[config.mk]
export PLATFORM = sky130hd
export DESIGN_NAME = emc_ctrl
export DESIGN_NICKNAME = d
export VERILOG_FILES = /design/src/rtl/core/emc_pkg.sv /design/src/rtl/core/emc_ctrl.sv
export SDC_FILE = /design/constraint.sdc
export NUM_CORES = 1
export LEC_CHECK = 0
export BUFFER_PORTS_ARGS = -buffer_cell sky130_fd_sc_hd__clkbuf_2
export CAP_MARGIN = 10
export CORE_UTILIZATION = 35
export DETAILED_ROUTE_END_ITERATION = 8
export GPL_ROUTABILITY_DRIVEN = 0
export SLEW_MARGIN = 40
export SYNTH_ARGS = -nofsm -noshare
export SYNTH_HDL_FRONTEND = slang
export SYNTH_SLANG_ARGS = --single-unit
[constraint.sdc]
create_clock -name clk -period 1.7 [get_ports clk]
set_clock_uncertainty 0.1 [all_clocks]
set_input_delay 0.085 -clock clk [delete_from_list [all_inputs] [get_ports clk]]
set_output_delay 0.085 -clock clk [all_outputs]
set_load 0.01 [all_outputs]
[src/rtl/core/emc_pkg.sv]
// ----------------------------------------------------------------------------
// Euclidean MST cost package
// Shared item types, field widths, input modes and controller commands.
// ----------------------------------------------------------------------------
package emc_pkg;

  localparam int MAX_POINTS_DEF  = 64;
  localparam int COORD_BITS_DEF  = 20;
  localparam int COORD_W         = 20;
  localparam int LINK_W          = 7;
  localparam int TOTAL_W         = 35;
  localparam int PCOUNT_W        = 7;

  localparam logic [1:0] MODE_POINT   = 2'd0;
  localparam logic [1:0] MODE_LINK    = 2'd1;
  localparam logic [1:0] MODE_COMPUTE = 2'd2;

  typedef struct packed {
    logic [1:0]         mode;
    logic [COORD_W-1:0] x_coord;
    logic [COORD_W-1:0] y_coord;
    logic [LINK_W-1:0]  link_a;
    logic [LINK_W-1:0]  link_b;
  } in_item_t;

  typedef struct packed {
    logic [TOTAL_W-1:0]  total_cost_q8;
    logic [PCOUNT_W-1:0] points_used;
    logic                input_error;
  } out_item_t;

  typedef enum logic [3:0] {
    OP_NONE       = 4'd0,
    OP_LOAD       = 4'd1,
    OP_LINK_CHK   = 4'd2,
    OP_LINK_RD    = 4'd3,
    OP_LINK_LATCH = 4'd4,
    OP_RELABEL    = 4'd5,
    OP_CMP_INIT   = 4'd6,
    OP_LOADU      = 4'd7,
    OP_LATCH      = 4'd8,
    OP_SWEEP      = 4'd9,
    OP_SQ_START   = 4'd10,
    OP_SQ_WAIT    = 4'd11,
    OP_ACC        = 4'd12,
    OP_DONE       = 4'd13
  } dp_op_t;

  typedef struct packed {
    logic link_bad;
    logic few_points;
    logic relabel_done;
    logic sweep_done;
    logic sq_busy;
    logic last_point;
    logic out_full;
  } dp_status_t;

endpackage

[src/rtl/core/emc_ctrl.sv]
// ----------------------------------------------------------------------------
// Euclidean MST cost controller
// Sequences loads, link merges and the Prim passes of a computation.
// ----------------------------------------------------------------------------
module emc_ctrl (
  input  logic                clk,
  input  logic                rst,
  input  logic                in_valid,
  input  logic [1:0]          in_mode,
  output logic                in_stall,
  output emc_pkg::dp_op_t     op,
  input  emc_pkg::dp_status_t status
);
  import emc_pkg::*;

  typedef enum logic [10:0] {
    S_IDLE       = 11'b000_0000_0001,
    S_LINK_RD    = 11'b000_0000_0010,
    S_LINK_LATCH = 11'b000_0000_0100,
    S_RELABEL    = 11'b000_0000_1000,
    S_LOADU      = 11'b000_0001_0000,
    S_LATCH      = 11'b000_0010_0000,
    S_SWEEP      = 11'b000_0100_0000,
    S_SQ_START   = 11'b000_1000_0000,
    S_SQ_WAIT    = 11'b001_0000_0000,
    S_ACC        = 11'b010_0000_0000,
    S_DONE       = 11'b100_0000_0000
  } state_t;

  state_t state, state_next;
  logic   accept;

  assign in_stall = (state != S_IDLE) || (status.out_full && in_mode == MODE_COMPUTE);
  assign accept   = in_valid && !in_stall;

  always_comb begin
    state_next = state;
    op         = OP_NONE;
    unique case (state)
      S_IDLE: begin
        if (accept) begin
          case (in_mode)
            MODE_POINT: op = OP_LOAD;
            MODE_LINK: begin
              op = OP_LINK_CHK;
              if (!status.link_bad) begin
                state_next = S_LINK_RD;
              end
            end
            MODE_COMPUTE: begin
              op         = OP_CMP_INIT;
              state_next = status.few_points ? S_DONE : S_LOADU;
            end
            default: op = OP_NONE;
          endcase
        end
      end
      S_LINK_RD: begin
        op         = OP_LINK_RD;
        state_next = S_LINK_LATCH;
      end
      S_LINK_LATCH: begin
        op         = OP_LINK_LATCH;
        state_next = S_RELABEL;
      end
      S_RELABEL: begin
        op = OP_RELABEL;
        if (status.relabel_done) begin
          state_next = S_IDLE;
        end
      end
      S_LOADU: begin
        op         = OP_LOADU;
        state_next = S_LATCH;
      end
      S_LATCH: begin
        op         = OP_LATCH;
        state_next = S_SWEEP;
      end
      S_SWEEP: begin
        op = OP_SWEEP;
        if (status.sweep_done) begin
          state_next = S_SQ_START;
        end
      end
      S_SQ_START: begin
        op         = OP_SQ_START;
        state_next = S_SQ_WAIT;
      end
      S_SQ_WAIT: begin
        op = OP_SQ_WAIT;
        if (!status.sq_busy) begin
          state_next = S_ACC;
        end
      end
      S_ACC: begin
        op         = OP_ACC;
        state_next = status.last_point ? S_DONE : S_LOADU;
      end
      S_DONE: begin
        op         = OP_DONE;
        state_next = S_IDLE;
      end
      default: state_next = S_IDLE;
    endcase
  end

  always_ff @(posedge clk) begin
    if (rst) begin
      state <= S_IDLE;
    end else begin
      state <= state_next;
    end
  end

endmodule

# --- Word-level counts from Yosys, hierarchy flattened ---
# Cells that the tools add are included.
totals:
  inputBits: 12
  output_inout_bits: 5
  ff_bits: 11
  elab_cells: 39
op_classes:
  n_mux: 12
  n_eq_ne: 20
  n_reduce_logical: 6
ops:
  columns: ["operator", "n"]
  rows:
  - ["11-bit one-hot mux with 10 select lines", 1]
  - ["11-bit two-way mux", 7]
  - ["4-bit one-hot mux with 11 select lines", 1]
  - ["11-bit one-hot mux with 2 select lines", 1]
  - ["11-bit by 1-bit == test with 1-bit output, second input constant", 1]
  - ["11-bit by 10-bit == test with 1-bit output, second input constant", 1]
  - ["11-bit == test, second input constant", 1]
  - ["11-bit by 2-bit == test with 1-bit output, second input constant", 1]
  - ["11-bit by 3-bit == test with 1-bit output, second input constant", 1]
  - ["11-bit by 4-bit == test with 1-bit output, second input constant", 1]
  - ["11-bit by 5-bit == test with 1-bit output, second input constant", 1]
  - ["11-bit by 6-bit == test with 1-bit output, second input constant", 1]
  - ["11-bit by 7-bit == test with 1-bit output, second input constant", 1]
  - ["11-bit by 8-bit == test with 1-bit output, second input constant", 1]
  - ["11-bit by 9-bit == test with 1-bit output, second input constant", 1]
  - ["11-bit by 1-bit != test with 1-bit output, second input constant", 1]
  - ["3-bit one-hot mux with 3 select lines", 1]
  - ["2-bit != test, second input constant", 4]
  - ["6-bit AND reduction", 1]
  - ["3-bit two-way mux", 1]
  - ["3-bit by 2-bit != test with 1-bit output, second input constant", 1]
  - ["3-bit != test, second input constant", 1]
  - ["2-bit by 1-bit == test with 1-bit output, second input constant", 1]
  - ["2-bit == test, second input constant", 1]
  - ["other kinds (4)", 5]

# --- Logic depth before layout (Yosys ltp) ---
depth:
  ltp_word: 7
  mapped_depth: 7
  depth_no_buf: 7

# --- Least setup slack after synthesis ---
# Ideal clock, no wire load.
synth_path:
  path_type: "register to output"
  startpoint: "register state[4]"
  endpoint: "output port op[1]"
  path_stages_with_launch: 7
  slack_ns: -0.110
  n_path_buf: 1
  arrival_time_ns: 1.625
  t_required_ns: 1.515
  cell_sequence: "dfxtp_1 buf_6 or4_4 nor4_1 and2_2 nand2_1 o311ai_0"
synth_via:
  elab_chain_len: 6
  word_cells_on_any_way: 17
  classes_between: "eq/ne (12); mux (2); reduce/logical (3)"
synth_rtl:
  columns: ["element", "line", "rtl"]
  rows:
  - ["start, declared", "emc_ctrl.sv:30", "state_t state, state_next;"]
  - ["start signal, assigned", "emc_ctrl.sv:112", "state <= state_next;"]
  - ["11-bit by 1-bit != test with 1-bit output", "emc_ctrl.sv:33", "assign in_stall = (state != S_IDLE) || (status.out_full && in_mode == MODE_COMPUTE);"]
  - ["1-bit logical OR", "emc_ctrl.sv:33", null]
  - ["1-bit logical NOT", "emc_ctrl.sv:34", "assign accept = in_valid && !in_stall;"]
  - ["1-bit logical AND", "emc_ctrl.sv:34", null]
  - ["3-bit two-way mux", "emc_ctrl.sv:41", "if (accept) begin"]
  - ["4-bit one-hot mux with 11 select lines *", "emc_ctrl.sv:39", "unique case (state)"]
  - ["end, declared", "emc_ctrl.sv:11", "output emc_pkg::dp_op_t op,"]
# Mark *: on every way between the ends. The rest lies on a longest branch, timed or not.

# --- Worst setup path in the final report ---
layout_path:
  startpoint: "register state[10]"
  endpoint: "output port in_stall"
layout_via:
  elab_chain_len: 2
layout_rtl:
  columns: ["element", "line", "rtl"]
  rows:
  - ["11-bit by 1-bit != test with 1-bit output", "emc_ctrl.sv:33", null]
  - ["1-bit logical OR", "emc_ctrl.sv:33", null]
  - ["end, declared", "emc_ctrl.sv:10", "output logic in_stall,"]
# No other way between the ends.

==> reports/qor.yml <==
run_status: "complete, but fails checks"
vias_in_the_first_global_route: 964
floorplan.die.width_um: 51.3
worstSkewPairLatency_ps: 280
post_route_cells_drive_above_1_share_pct: 60.0
dp_slack_ps: -130
ctsHtreeMaxLevel: 1
clock_tree_from_tritoncts: "done"
post-synth-top-area-cell: "dfxtp_1"
grt_pass1_wl_um: 4500
grt_overflow_total: 0
clockRootBuffer: "clkbuf_4"
cts_made_buffers: 3
worst_setup_hold_path_clk_slew_ps: 70
placedInstanceArea_mm2: 0.00116
reg_top3: "state: 11 flops"
drt-initial-drc-count: 20
power.leakage_uw: 0.000627
critPathMaxFanout: 4
slew-limit-headroom_pct: 77.8
layout_worst_path_cycle_share_pct: 119
post_synth_instance_area_um2: 852
ys_top_cells_by_area: "dfxtp_1 26%, ha_1 4.4%, nor2_1 4.0%"
synthesis_stage_register_bit_count: 11
routed-wl-met3_um: 127
dieHeight_um: 51.3
initial_antenna_violation_count: 0
max_freq_mhz: 495
number_of_unique_standard_cell_types_used_by_synthesis: 44
route.top_layer_used: "met4"
fill_cells: 190
layout_min_cycle_time_ps: 2020
cts_sinks: 11
number_of_enable_type_register_cells_in_the_synthesized_netlist: 0
startpoint: "state[10]"
synth.yosys.seq_area_share_pct: 25.8
max-cap-violations: 0
m1WireLength_um: 1210
buffer_depth_of_the_longest_clock_path: 2
worst_r2r_startpoint: "state[10]"
wl_per_cell_um: 15.2
io_buffers: 16
met2_wirelength_um: 1390
setup.worst_path.start_class: "flop"
dieArea_mm2: 0.00264
worst-endpoint-arrival_ps: 1840
worst-slew-pin-transition_ps: 332
setup-tns-final_ps: -2640
worst_setup_path_end_kind: "output port"
ys_warn_count: 0
drt-total-wl_um: 2790
synth_flop_cell: "dfxtp_1"
hp-class: "input port to flop"
final_cells: 183
synth_top_area_share_pct: 25.8
detailedRoute.firstPassIterationCount: 4
setup_repair_after_global_routing_missed_its_margin: "true"
detailed_route_drc_error_count: 0
detail-route-antenna-nets: 0
numPlacedInstances: 170
largest_reg_flops: 11
final-max-slew-violation-count: 0
via_per_inst: 5.36
violated_checks: "setup timing"
power.density_cell_area_mw_per_mm2: 966
hold_start: "status[4]"
postSynthAreaPerCell_um2: 8.35
core_area_mm2: 0.00225
design_area_mm2: 0.00144
ir_drop_mv: 0.783
async_flop_share_pct: 0
timing_worst_setup_path_type: "flop to output port"
start_util_pct: 37.8
rows: 17
netlist_instances: 102
pin_count_of_the_biggest_net_entering_global_routing: 8
io-pin-count: 17
antennaDiodeCount: 0
synthesis.nets: 117
hold_viol: 0
grt_util_all_layers_pct: 23.8
setup-violations-final: 13
critPathRequiredTime_ps: 1510
fin_nets: 171
area_delta_synth_final_pct: 68.6
finalWorstSetupSlack_ps: -321
detailed_place_hpwl_um: 1890
overall_via_count_from_detail_route: 981
largest_register: "state"
==> final timing paths <==
check,end,slack [ps],depth (start not counted)
setup / recovery,in_stall,-320,6
hold / removal,state[3],10,4
setup reg to reg,state[4],-170,7
hold reg to reg,state[3],550,3
==> critical path, stage by stage, from the launching register on <==
cell and delay, ps:
dfxtp_2 320, or4_4 590, nor2_4 130, and4b_2 260, buf_6 110, nand2_2 40
buf_6 110
==> cells in the final DEF, fill, tap and decap left out, types with 4 or more instances in the layout <==
cell type	netlist	layout
clkbuf_2	0	11
buf_4	1	26
o211ai_1	4	4
nor2_1	9	6
buf_6	1	11
nand2_1	8	6
dfxtp_2	0	8
==> power by group <==
part | leakage (uW) | switching, uW | internal (uW)
combinational | 0.000518 | 383 | 510
sequential | 0.0000937 | 21.7 | 282
clock | 0.0000150 | 98.6 | 91.2
total | 0.000627 | 504 | 883
==> per-layer routing <==
metal | up-vias | global-route usage (%)
met5 | - | 0
met4 | 0 | 13.1
met3 | 7 | 4.17
met2 | 28 | 39.5
met1 | 459 | 28.9
li1 | 487 | -
==> metrics by stage <==
| step | total power (uW) | util, % | hold slack, ps |
|---|---|---|---|
| 2_1_floorplan | 680 | - | 46.7 |
| 3_3_place_gp | 911 | 51.4 | 240 |
| 3_5_place_dp | 915 | 51.4 | 238 |
| 4_1_cts | 1190 | 59.2 | 23.2 |
| 5_1_grt | 1470 | 63.7 | 54.3 |
| 6_report | 1390 | 63.7 | 14.7 |
==> Yosys cell counts (3+ instances only) <==
cell type and count:
nor3b_1 3, ha_1 3, nand2_1 8, nand3_1 4
a21oi_1 5, o21ai_0 3, xor2_1 3, o211ai_1 4
nor2_1 9, nand2b_1 3, nor3_1 6, dfxtp_1 11
nand3b_1 3
==> layout make-up <==
type,instances,area (um2),share of cell area [%]
clock buffers,4,26.3,1.83
well taps,28,35.0,2.44
multi-input cells,84,711,49.5
inverters,2,7.51,0.523
flip-flops and latches,11,238,16.6
repair buffers,54,419,29.2
==> repair_timing <==
action	in CTS	in global routing
endpoints found under the hold margin	4	0
hold buffers	3	0
pin swaps	12	11
gates resized for setup	27	27
endpoints found under the setup margin	14	14
setup buffers	8	1
cloned	0	0
==> logic make-up (layout without fill, tap and decap cells) <==
logic type	count (synthesis)	after routing	synth area share (%)
DFF	11	11	25.8
xor gates and xnor gates	5	5	5.14
and+or+nand+nor	56	56	42.9
muxes	1	1	1.17
AOI/OAI and AO/OA	19	19	15.9
adders and majority gates	3	3	4.41
buffers and inverters	7	60	4.70
Note: power is estimated with default switching activity, not from simulation.
